$ cat src/sv/arxks_pkg.sv
// Shared constants, types and helper functions for the ARX keystream block.
`timescale 1ns / 1ps

package arxks_pkg;

   // Word and register geometry
   localparam int WORD_W    = 32;
   localparam int CFG_W     = 64;
   localparam int NUM_WORDS = 8;
   localparam int STEP_W    = $clog2(NUM_WORDS);
   localparam int CSR_IDX_W = 3;
   localparam int COUNT_W   = 3;
   localparam int ROT_AMT   = 2;

   // Configuration register indexes
   localparam logic [CSR_IDX_W-1:0] CSR_KEY_0_7    = 3'd0;
   localparam logic [CSR_IDX_W-1:0] CSR_KEY_8_15   = 3'd1;
   localparam logic [CSR_IDX_W-1:0] CSR_KEY_16_23  = 3'd2;
   localparam logic [CSR_IDX_W-1:0] CSR_KEY_24_31  = 3'd3;
   localparam logic [CSR_IDX_W-1:0] CSR_NONCE_0_7  = 3'd4;
   localparam logic [CSR_IDX_W-1:0] CSR_NONCE_8_15 = 3'd5;
   localparam int                   NUM_CSR        = 6;

   // Request action codes
   localparam logic ACTION_INIT = 1'b0;
   localparam logic ACTION_DATA = 1'b1;

   // Byte lane masks
   localparam logic [WORD_W-1:0] WORD_MASK  = 32'hFFFF_FFFF;
   localparam logic [WORD_W-1:0] BYTE0_MASK = 32'h0000_00FF;
   localparam logic [WORD_W-1:0] BYTE1_MASK = 32'h0000_FF00;
   localparam logic [WORD_W-1:0] BYTE2_MASK = 32'h00FF_0000;
   localparam logic [WORD_W-1:0] BYTE3_MASK = 32'hFF00_0000;

   localparam logic [COUNT_W-1:0] COUNT_FULL = 3'd4;

   // Keystream fold steps, one per cycle
   typedef enum logic [1:0] {
      FOLD_FIRST  = 2'd0,   // w0 + w6
      FOLD_SECOND = 2'd1,   // (v ^ w1) + w5
      FOLD_THIRD  = 2'd2,   // (v ^ w2) + w4
      FOLD_LAST   = 2'd3    // (v ^ w3) + w7
   } fold_sel_type;

   // Commands from the controller to the datapath
   typedef struct packed {
      logic         load_init;     // load key and nonce, clear acc and counter
      logic         capture_data;  // hold the data word and byte count
      logic         sum_step;      // add word 0 into acc, rotate words
      logic         round_step;    // one ARX update, rotate words
      logic         fold_step;     // one keystream fold step
      fold_sel_type fold_sel;
      logic         emit;          // load the result register
   } arxks_cmd_type;

   // Clamp a byte count to four
   function automatic logic [COUNT_W-1:0] sat_count(input logic [COUNT_W-1:0] cnt);
      sat_count = (cnt > COUNT_FULL) ? COUNT_FULL : cnt;
   endfunction

   // Mask of the valid low bytes for a clamped count
   function automatic logic [WORD_W-1:0] byte_mask(input logic [COUNT_W-1:0] cnt);
      logic [WORD_W-1:0] m;
      m = '0;
      if (cnt >= 3'd1) m = m | BYTE0_MASK;
      if (cnt >= 3'd2) m = m | BYTE1_MASK;
      if (cnt >= 3'd3) m = m | BYTE2_MASK;
      if (cnt >= 3'd4) m = m | BYTE3_MASK;
      byte_mask = m;
   endfunction

   // Rotate a word left by two
   function automatic logic [WORD_W-1:0] rotl2(input logic [WORD_W-1:0] v);
      rotl2 = (v << ROT_AMT) | (v >> (WORD_W - ROT_AMT));
   endfunction

endpackage

$ cat src/sv/arxks_ctrl.sv
// Controller state machine sequencing init, round, fold and result transfer.
`timescale 1ns / 1ps

module arxks_ctrl
   import arxks_pkg::*;
(
   input  logic          clock,
   input  logic          reset,
   input  logic          req_valid,
   input  logic          req_action,
   output logic          req_stall,
   output logic          rsp_valid,
   input  logic          rsp_stall,
   output arxks_cmd_type cmd
);

   typedef enum logic [4:0] {
      ST_IDLE  = 5'b00001,
      ST_SUM   = 5'b00010,
      ST_ROUND = 5'b00100,
      ST_FOLD  = 5'b01000,
      ST_EMIT  = 5'b10000
   } state_type;

   localparam logic [STEP_W-1:0] LAST_STEP = STEP_W'(NUM_WORDS - 1);
   localparam logic [STEP_W-1:0] LAST_FOLD = STEP_W'(FOLD_LAST);

   state_type         state_ff, state_in;
   logic [STEP_W-1:0] step_ff, step_in;
   logic              init_ff, init_in;
   logic              rsp_valid_ff, rsp_valid_in;
   logic              req_xfer;
   logic              out_free;

   assign req_stall = (state_ff != ST_IDLE);
   assign req_xfer  = req_valid && !req_stall;
   assign out_free  = !rsp_valid_ff || !rsp_stall;
   assign rsp_valid = rsp_valid_ff;

   // Next state and datapath commands
   always_comb begin
      state_in     = state_ff;
      step_in      = step_ff;
      init_in      = init_ff;
      cmd          = '0;
      cmd.fold_sel = fold_sel_type'(step_ff[1:0]);
      case (state_ff)
         ST_IDLE: begin
            step_in = '0;
            if (req_xfer) begin
               if (req_action == ACTION_INIT) begin
                  cmd.load_init = 1'b1;
                  init_in       = 1'b1;
                  state_in      = ST_SUM;
               end else begin
                  cmd.capture_data = 1'b1;
                  init_in          = 1'b0;
                  state_in         = ST_ROUND;
               end
            end
         end
         ST_SUM: begin
            cmd.sum_step = 1'b1;
            step_in      = step_ff + 1'b1;
            if (step_ff == LAST_STEP) begin
               state_in = ST_ROUND;
            end
         end
         ST_ROUND: begin
            cmd.round_step = 1'b1;
            step_in        = step_ff + 1'b1;
            if (step_ff == LAST_STEP) begin
               state_in = init_ff ? ST_IDLE : ST_FOLD;
            end
         end
         ST_FOLD: begin
            cmd.fold_step = 1'b1;
            step_in       = step_ff + 1'b1;
            if (step_ff == LAST_FOLD) begin
               state_in = ST_EMIT;
            end
         end
         ST_EMIT: begin
            // Wait until the result register is free
            if (out_free) begin
               cmd.emit = 1'b1;
               state_in = ST_IDLE;
            end
         end
         default: begin
            state_in = ST_IDLE;
         end
      endcase
   end

   // Hold a result until its transfer completes
   assign rsp_valid_in = cmd.emit || (rsp_valid_ff && rsp_stall);

   always_ff @(posedge clock) begin
      if (reset) begin
         state_ff     <= ST_IDLE;
         step_ff      <= '0;
         init_ff      <= 1'b0;
         rsp_valid_ff <= 1'b0;
      end else begin
         state_ff     <= state_in;
         step_ff      <= step_in;
         init_ff      <= init_in;
         rsp_valid_ff <= rsp_valid_in;
      end
   end

   a_emit_free: assert property (@(posedge clock) disable iff (reset)
      cmd.emit |-> !(rsp_valid_ff && rsp_stall))
      else $error("result register overwritten before transfer");

   a_rsp_from_emit: assert property (@(posedge clock) disable iff (reset)
      $rose(rsp_valid_ff) |-> $past(state_ff == ST_EMIT))
      else $error("result raised outside emit state");

   a_init_to_sum: assert property (@(posedge clock) disable iff (reset)
      (req_xfer && req_action == ACTION_INIT) |=> (state_ff == ST_SUM))
      else $error("init transfer did not start the sum pass");

   a_round_len: assert property (@(posedge clock) disable iff (reset)
      (state_ff == ST_ROUND && step_ff != LAST_STEP) |=> (state_ff == ST_ROUND))
      else $error("round left before eight updates");

endmodule

$ cat src/sv/arxks_dp.sv
// Datapath: config registers, rotating round words, accumulator, fold and result.
`timescale 1ns / 1ps

module arxks_dp
   import arxks_pkg::*;
(
   input  logic                 clock,
   input  logic                 reset,
   input  logic                 csr_write_en,
   input  logic [CSR_IDX_W-1:0] csr_index,
   input  logic [CFG_W-1:0]     csr_wdata,
   input  logic [WORD_W-1:0]    req_data_in,
   input  logic [COUNT_W-1:0]   req_byte_count,
   input  arxks_cmd_type        cmd,
   output logic [WORD_W-1:0]    rsp_data_out,
   output logic [COUNT_W-1:0]   rsp_valid_bytes
);

   localparam int HALF = CFG_W / 2;

   logic [CFG_W-1:0]  cfg_ff [NUM_CSR];
   logic [WORD_W-1:0] words_ff [NUM_WORDS];
   logic [WORD_W-1:0] words_in [NUM_WORDS];
   logic [WORD_W-1:0] key_words [NUM_WORDS];
   logic [WORD_W-1:0] acc_ff, acc_in;
   logic [WORD_W-1:0] ctr_ff, ctr_in;
   logic [WORD_W-1:0] ks_ff, ks_in;
   logic [WORD_W-1:0] data_ff;
   logic [COUNT_W-1:0] count_ff;
   logic [WORD_W-1:0] out_data_ff;
   logic [COUNT_W-1:0] out_count_ff;
   logic [WORD_W-1:0] upd_word;
   logic [WORD_W-1:0] fold_a, fold_b, fold_c;

   // Configuration writes; indexes past the last register are dropped
   always_ff @(posedge clock) begin
      if (reset) begin
         for (int r = 0; r < NUM_CSR; r++) begin
            cfg_ff[r] <= '0;
         end
      end else if (csr_write_en) begin
         case (csr_index)
            CSR_KEY_0_7:    cfg_ff[0] <= csr_wdata;
            CSR_KEY_8_15:   cfg_ff[1] <= csr_wdata;
            CSR_KEY_16_23:  cfg_ff[2] <= csr_wdata;
            CSR_KEY_24_31:  cfg_ff[3] <= csr_wdata;
            CSR_NONCE_0_7:  cfg_ff[4] <= csr_wdata;
            CSR_NONCE_8_15: cfg_ff[5] <= csr_wdata;
            default: ;
         endcase
      end
   end

   // Big-endian key words with the nonce folded into the upper half
   always_comb begin
      for (int i = 0; i < NUM_WORDS / 2; i++) begin
         key_words[2*i]   = cfg_ff[i][CFG_W-1:HALF];
         key_words[2*i+1] = cfg_ff[i][HALF-1:0];
      end
      key_words[4] = key_words[4] ^ cfg_ff[4][CFG_W-1:HALF];
      key_words[5] = key_words[5] ^ cfg_ff[4][HALF-1:0];
      key_words[6] = key_words[6] ^ cfg_ff[5][CFG_W-1:HALF];
      key_words[7] = key_words[7] ^ cfg_ff[5][HALF-1:0];
   end

   // One ARX update on the word at the head of the ring
   assign upd_word = rotl2((words_ff[0] + words_ff[1] + acc_ff) ^ words_ff[0]);

   // Advance the word ring, accumulator and counter
   always_comb begin
      for (int i = 0; i < NUM_WORDS; i++) begin
         words_in[i] = words_ff[i];
      end
      acc_in = acc_ff;
      ctr_in = ctr_ff;
      if (cmd.load_init) begin
         for (int i = 0; i < NUM_WORDS; i++) begin
            words_in[i] = key_words[i];
         end
         acc_in = '0;
         ctr_in = '0;
      end else if (cmd.sum_step) begin
         for (int i = 0; i < NUM_WORDS - 1; i++) begin
            words_in[i] = words_ff[i+1];
         end
         words_in[NUM_WORDS-1] = words_ff[0];
         acc_in = acc_ff + words_ff[0];
      end else if (cmd.round_step) begin
         for (int i = 0; i < NUM_WORDS - 1; i++) begin
            words_in[i] = words_ff[i+1];
         end
         words_in[NUM_WORDS-1] = upd_word;
         acc_in = acc_ff + upd_word + ctr_ff;
         ctr_in = ctr_ff + 1'b1;
      end
   end

   // Keystream fold operands for the current step
   always_comb begin
      case (cmd.fold_sel)
         FOLD_FIRST: begin
            fold_a = words_ff[0];
            fold_b = '0;
            fold_c = words_ff[6];
         end
         FOLD_SECOND: begin
            fold_a = ks_ff;
            fold_b = words_ff[1];
            fold_c = words_ff[5];
         end
         FOLD_THIRD: begin
            fold_a = ks_ff;
            fold_b = words_ff[2];
            fold_c = words_ff[4];
         end
         FOLD_LAST: begin
            fold_a = ks_ff;
            fold_b = words_ff[3];
            fold_c = words_ff[7];
         end
         default: begin
            fold_a = ks_ff;
            fold_b = '0;
            fold_c = '0;
         end
      endcase
   end

   assign ks_in = cmd.fold_step ? ((fold_a ^ fold_b) + fold_c) : ks_ff;

   always_ff @(posedge clock) begin
      if (reset) begin
         for (int i = 0; i < NUM_WORDS; i++) begin
            words_ff[i] <= '0;
         end
         acc_ff <= '0;
         ctr_ff <= '0;
      end else begin
         for (int i = 0; i < NUM_WORDS; i++) begin
            words_ff[i] <= words_in[i];
         end
         acc_ff <= acc_in;
         ctr_ff <= ctr_in;
      end
   end

   // Payload registers: captured request, fold value and result
   always_ff @(posedge clock) begin
      ks_ff <= ks_in;
      if (cmd.capture_data) begin
         data_ff  <= req_data_in;
         count_ff <= sat_count(req_byte_count);
      end
      if (cmd.emit) begin
         out_data_ff  <= (data_ff ^ ks_ff) & byte_mask(count_ff) & WORD_MASK;
         out_count_ff <= count_ff;
      end
   end

   assign rsp_data_out    = out_data_ff;
   assign rsp_valid_bytes = out_count_ff;

endmodule

$ cat src/sv/arx_stream_cipher_keystream.sv
// Top level of the ARX stream cipher keystream block.
// Data item: round updates (one word update per cycle through the
//   accumulator), then the fold steps and a result-load step that waits
//   while the result register is held; requests stall until it is idle again.
// Init item: an accumulator-sum pass, then a round pass, no result.
// Synchronous reset clears key, nonce, round words, accumulator and counter.
`timescale 1ns / 1ps

module arx_stream_cipher_keystream
   import arxks_pkg::*;
(
   input  logic                 clock,
   input  logic                 reset,
   input  logic                 csr_write_en,
   input  logic [CSR_IDX_W-1:0] csr_index,
   input  logic [CFG_W-1:0]     csr_wdata,
   input  logic                 req_valid,
   output logic                 req_stall,
   input  logic                 req_action,
   input  logic [WORD_W-1:0]    req_data_in,
   input  logic [COUNT_W-1:0]   req_byte_count,
   output logic                 rsp_valid,
   input  logic                 rsp_stall,
   output logic [WORD_W-1:0]    rsp_data_out,
   output logic [COUNT_W-1:0]   rsp_valid_bytes
);

   arxks_cmd_type cmd;

   arxks_ctrl u_ctrl (
      .clock      (clock),
      .reset      (reset),
      .req_valid  (req_valid),
      .req_action (req_action),
      .req_stall  (req_stall),
      .rsp_valid  (rsp_valid),
      .rsp_stall  (rsp_stall),
      .cmd        (cmd)
   );

   arxks_dp u_dp (
      .clock           (clock),
      .reset           (reset),
      .csr_write_en    (csr_write_en),
      .csr_index       (csr_index),
      .csr_wdata       (csr_wdata),
      .req_data_in     (req_data_in),
      .req_byte_count  (req_byte_count),
      .cmd             (cmd),
      .rsp_data_out    (rsp_data_out),
      .rsp_valid_bytes (rsp_valid_bytes)
   );

endmodule

$ cat config.mk
export PLATFORM = sky130hd
export DESIGN_NAME = arx_stream_cipher_keystream
export DESIGN_NICKNAME = d
export VERILOG_FILES = /design/src/sv/arxks_pkg.sv /design/src/sv/arxks_ctrl.sv /design/src/sv/arxks_dp.sv /design/src/sv/arx_stream_cipher_keystream.sv
export SDC_FILE = /design/constraint.sdc
export NUM_CORES = 2
export LEC_CHECK = 0
export ABC_AREA = 1
export BUFFER_PORTS_ARGS = -buffer_cell sky130_fd_sc_hd__clkbuf_2
export CORE_ASPECT_RATIO = 2
export CORE_MARGIN = 2
export CORE_UTILIZATION = 58
export DETAILED_ROUTE_END_ITERATION = 16
export PLACE_DENSITY = 0.77
export SYNTH_ARGS = -nofsm -noshare
export SYNTH_HDL_FRONTEND = slang
export SYNTH_SLANG_ARGS = --single-unit
$ cat constraint.sdc
create_clock -name clock -period 5.7 [get_ports clock]
set_input_delay 1.425 -clock clock [delete_from_list [all_inputs] [get_ports clock]]
set_output_delay 1.425 -clock clock [all_outputs]
set_load 0.05 [all_outputs]
### Yosys cells after proc, flatten, opt, wreduce, memory -nomap -nowiden

Memories as Yosys holds them, arrays and structs flattened.
Index checks and enable logic that the tools add are counted.

| storage, ports and cells | value |
|---|---|
| bits in registers | 176 |
| memory bits (writable) | 640 |
| bits of input ports | 108 |
| output and inout bits | 37 |
| logic and storage cells | 160 |
| memories kept | 2 |

Memory list:

| memory | depth | width | rd ports | clocked after memory_dff | wr ports | RTL line | RTL |
|---|---|---|---|---|---|---|---|
| u_dp.cfg_ff | 6 | 64 | 6 | 0 | 6 | arxks_dp.sv:21 | `logic [CFG_W-1:0] cfg_ff [NUM_CSR];` |
| u_dp.words_ff | 8 | 32 | 8 | 0 | 8 | arxks_dp.sv:22 | `logic [WORD_W-1:0] words_ff [NUM_WORDS];` |

| operators by class | value |
|---|---|
| add/subtract/negate cells | 8 |
| order comparisons | 5 |
| equal/unequal tests | 21 |
| mux-type cells | 72 |
| bitwise gates (word level) | 24 |
| reductions and logical operators | 17 |

Operators by type and width:

| cell | count |
|---|---|
| $mux W256 | 3 |
| $mux W32 | 12 |
| $mux W64 | 6 |
| $pmux W32 S4 | 2 |
| $xor A32 B32 Y32 | 7 |
| $add A32 B32 Y32 | 6 |
| $pmux W32 S2 | 1 |
| $mux W1 | 34 |
| $add A32 B1 Y32 const B | 1 |
| $and A32 B32 Y32 | 1 |
| $or A32 B2 Y32 | 1 |
| $mux W5 | 5 |
| $pmux W5 S5 | 1 |
| $mux W24 | 1 |
| $mux W16 | 1 |
| $or A1 B1 Y1 | 14 |
| $ne A2 B1 Y1 const B | 5 |
| $eq A3 B2 Y1 const B | 3 |
| $eq A3 B3 Y1 const B | 3 |
| $mux W8 | 1 |
| $ge A3 B2 Y1 const B | 2 |
| $pmux W3 S2 | 1 |
| $reduce_or A3 Y1 | 2 |
| $eq A5 B1 Y1 const B | 1 |
| 25 further kinds | 33 |

### Logic depth before layout (Yosys ltp)

An unclocked memory read counts as a cell.

| logic depth | value |
|---|---|
| word-level depth | 9 |
| mapped depth | 29 |

### Modules after synthesis

From an unflattened synthesis, not the netlist that was laid out.

| second synthesis, totals | value |
|---|---|
| cell total of the unflattened synthesis | 5,161 |
| area total of the unflattened synthesis | 43,843.3 sq um |

Modules (own cells, without submodules):

| module | times used | cells an instance | area each (sq um) | seq. area each (sq um) |
|---|---|---|---|---|
| arxks_dp | 1 | 5,066 | 43,202.7 | 21,000.1 |
| arxks_ctrl | 1 | 95 | 640.6 | 200.2 |

### Worst setup path after synthesis

Ideal clock, no wire load.

| timing | value |
|---|---|
| path type | register to register |
| start point | memory u_dp.words_ff[0][1] |
| end point | register u_dp.acc_ff[27] |
| arrival time | 4.613 ns |
| path slack | 0.978 ns |
| stages on the path, launching flop included | 29 |
| buffers on the path | 0 |
| clock period less this slack | 4.722 ns |
| path through | dfxtp_1 -> fa_1 -> ha_1 -> fa_1 -> nand3_1 -> nand3_1 -> a21oi_1 -> o21ai_2 -> nand3_1 -> nand2_1 -> nand2_1 -> nand2_1 -> fa_1 -> inv_1 -> ha_1 -> inv_1 -> fa_1 -> o21ai_1 -> a21boi_0 -> inv_1 -> nand2_1 -> nand2_1 -> nand2_1 -> nand3_1 -> nand2_1 -> nand3_1 -> nand3_1 -> nand2_1 -> inv_1 |

RTL lines:

| item | RTL line | RTL |
|---|---|---|
| start: declaration | arxks_dp.sv:22 |  |
| end signal: assignment | arxks_dp.sv:142 | `acc_ff <= acc_in;` |
| end: declaration | arxks_dp.sv:25 | `logic [WORD_W-1:0] acc_ff, acc_in;` |

==> flow_metrics.tcl <==
set metrics [dict create \
    die_x_um 199 \
    setup_slack_ns 0.0942 \
    whs_path_depth 2 \
    numPortBuffers 144 \
    antenna_found_initial 14 \
    wl_per_cell_um 25.4 \
    place_worst_setup_slack_ns -0.241 \
    drive_gt1_share_pct 8.65 \
    powerDensity_mw_per_mm2 385 \
    avgSynthCellArea_um2 8.35 \
    netlist_instances 5306 \
    cts.hold.buffers_added 0 \
    setup_viol 0 \
    arrival_ns 6.20 \
    endpoint_kind "flop" \
    dieArea_mm2 0.0788 \
    relSlewSlack_pct 16.0 \
    rsz0062_at_grt "true" \
    worstMarginPinSlew_ns 1.26 \
    grt_max_degree 164 \
    p_seq_share_pct 39.9 \
    area_growth_pct 10.9 \
    dp_cells 6369 \
    drtPass1Iterations 7 \
    num_rows 143 \
    fin_worst_skew_ns 0.0408 \
    m1WireLength_um 54400 \
    dpl.hpwl_um 118000 \
    via_count 38525 \
    detail-route-antenna-nets 0 \
    power_leakage_nw 20.7 \
    yosysWarningCount 0 \
    power_frac_comb_pct 32.5 \
    synth_fa_ha_area_share_pct 6.62 \
    synth_top_family_by_area "simple AND/OR/NAND/NOR gates" \
    htree_levels 3 \
    holdCritPathClass "flop to flop" \
    dr_wl_met3_um 16700 \
    critical_path_class "flop to flop" \
    nNetsFinal 5741 \
    maxCapViolCount 0 \
    highest_layer "met5" \
    start_util_pct 58.4 \
    synth_top_area_share_pct 32.9 \
    clk_path_buf_depth 3 \
    start_kind "flop" \
    synth_compound_area_share_pct 12.3 \
    fin_area_mm2 0.0491 \
    ys_ff_latch 816 \
    post-route-period-util_pct 98.3 \
    cts.sinks 816 \
    wl_um 165000 \
    place_area_mm2 0.0465 \
    numCtsBuffers 75 \
    synthFlopType "edfxtp_1" \
    fmax_mhz 178 \
    synth.area.top_cells "edfxtp_1 33%, dfxtp_1 15%, nand2_1 11%" \
    grt_pass1_vias 38259 \
    synth_top_area_cell "edfxtp_1" \
    p_sw_share_pct 38.2 \
    finalNonFillerCells 6525 \
    synth_edf_count 486 \
    syn-cell-area_mm2 0.0443 \
    synth-xor-area-share_pct 5.30 \
    clkPwrFrac_pct 27.6 \
    insertion_delay_ns 0.70 \
    net-switching-power_mw 7.21 \
    synth_common_cells "1,318 x nand2_1, 643 x nor2_1, 523 x inv_1" \
    r2r_cells 25 \
    pin_count 145 \
    status "completed" \
    cts_tree "done" \
    seq_area_frac_synth_pct 47.8 \
    gp_congestion 1.08 \
    yosysMostFrequentCell "nand2_1" \
    synthSimpleGateAreaFrac_pct 20.8 \
    root_buffer "clkbuf_16" \
    postLayoutCoreUtil_pct 64.8 \
    vdd_drop_max_mv 0.403 \
    async_reset_ff_share_pct 0 \
    grt-ovfl-total 0 \
    synth_fp_nets 5609 \
    met2WireLength_um 78100 \
    hold_viol_final 0 \
    crit_fanout 5 \
    drtIter0Drc 4352 \
    path_clk_slew_ns 0.07 \
    synthMuxAreaShare_pct 0.294 \
    vias_per_cell 5.90 \
    track_usage_pct 42.9 \
    p_int_mw 11.7 \
    chipHeight_um 395 \
    core_mm2 0.0759 \
    required_ns 6.30 \
    period_minus_slack_ns 5.61 \
    slew_viol_final 0 \
    yosysUniqueCellTypes 55 \
    grt_pass1_wl_um 243000 \
    drc_errors 0 \
]
[worst paths after layout]
check	from	endpoint	slack (ns)
worst max-delay path	u_dp.words_ff[0][33]$_SDFFE_PP0P_	u_dp.acc_ff[24]$_SDFFE_PP0P_	0.09
worst min-delay path	u_dp.words_ff[1][3]$_SDFFE_PP0P_	u_dp.words_ff[1][3]$_SDFFE_PP0P_	0.48
worst max register to register	u_dp.words_ff[0][33]$_SDFFE_PP0P_	u_dp.acc_ff[24]$_SDFFE_PP0P_	0.09
worst min register to register	u_dp.words_ff[1][3]$_SDFFE_PP0P_	u_dp.words_ff[1][3]$_SDFFE_PP0P_	0.48
[power by group through the flow]
stage	logic, mW	clock network, mW	registers [mW]
6_report	6.15	5.21	7.55
5_1_grt	6.66	5.44	7.62
4_1_cts	5.96	5.23	7.52
3_5_place_dp	5.92	0	7.64
3_3_place_gp	5.85	0	7.61
2_1_floorplan	3.98	0	7.54
[worst max-delay path, stage by stage, from the launching register on]
cell	delay [ns]
dfxtp_1	0.42
fa_1	0.44
ha_1	0.23
fa_1	0.46
nand3_1	0.12
nand3_2	0.14
nand3_1	0.11
nand3_1	0.07
buf_4	0.20
a21oi_1	0.16
xor2_1	0.09
buf_4	0.16
fa_1	0.50
inv_1	0.06
ha_2	0.38
nand4_1	0.10
buf_4	0.17
nor3_4	0.39
buf_4	0.20
nand4_1	0.38
nand3_1	0.19
nand2_1	0.09
nand3_2	0.18
nand3_1	0.12
nand2_1	0.09
inv_1	0.04
[through the flow]
step                hold slack, ns  power, mW  TNS (ns)
floorplan                    0.450       11.5         0
global placement             0.467       13.5    -0.456
detailed placement           0.469       13.6    -0.431
CTS                          0.479       18.7         0
global route                 0.498       19.7   -0.0251
finish                       0.481       18.9         0
[repair_timing]
action / 4_1_cts / 5_1_grt
endpoints found under the setup margin: 4 / 15
gates resized for setup: 4 / 24
pin swaps: 0 / 4
setup buffers: 0 / 4
[layer usage]
metal	global-route usage, %	up-vias
met4	36.8	8
li1	-	17817
met3	14.1	540
met2	67.8	1995
met5	0	-
met1	45.7	18165
[placed cells by master, fill, tap and decap left out, types with 8 or more instances in the layout]
| cell | netlist | layout |
|---|---|---|
| clkbuf_2 | 0 | 143 |
| nand4_1 | 43 | 43 |
| clkbuf_1 | 125 | 20 |
| diode_2 | 0 | 9 |
| or2_2 | 9 | 9 |
| xnor2_1 | 77 | 77 |
| a21o_1 | 28 | 28 |
| o21ai_1 | 12 | 19 |
| nor2_4 | 6 | 8 |
| nand3b_1 | 14 | 14 |
| edfxtp_1 | 486 | 486 |
| buf_12 | 0 | 10 |
| xor2_1 | 191 | 191 |
| a32oi_1 | 29 | 29 |
| fa_1 | 66 | 66 |
| mux2i_1 | 13 | 13 |
| nor3_1 | 34 | 31 |
| inv_1 | 523 | 522 |
| nor2_1 | 643 | 640 |
| a21boi_0 | 11 | 11 |
| buf_4 | 11 | 126 |
| ha_1 | 129 | 124 |
| o21ai_0 | 286 | 278 |
| a21oi_1 | 379 | 375 |
| o21bai_1 | 20 | 20 |
| clkbuf_16 | 0 | 77 |
| clkinv_2 | 0 | 14 |
| a31oi_1 | 150 | 150 |
| nand2_1 | 1318 | 1311 |
| dfxtp_1 | 330 | 324 |
| o211ai_1 | 14 | 14 |
| o21a_1 | 16 | 16 |
| nand3_1 | 186 | 182 |
[cells by family after synthesis]
group	count (synthesis)
muxes	13
adders and majority gates	195
AOI/OAI and AO/OA	970
and+or+nand+nor	2283
xor gates and xnor gates	268
buffers and inverters	761
DFF	816
[area by class of cell]
type,count,area (um^2)
antenna,9,22.5
timing repair buffer,283,1910
inverter,533,2020
clock inverter,39,425
tap,1015,1270
fill,6538,26700
sequential,816,21200
clock buffer,101,2060
multi-input combinational,3729,20200
[flip-flops by register name, indices dropped and copies added (netlist names), 5 cells and up]
register and count:
u_dp.words_ff 256, u_dp.acc_ff 32, u_dp.rsp_data_out 32, u_dp.ctr_ff 32, u_dp.data_ff 32, u_ctrl.state_ff 5, u_dp.ks_ff 32, u_dp.cfg_ff 384
Note: power is estimated with default switching activity, not from simulation.
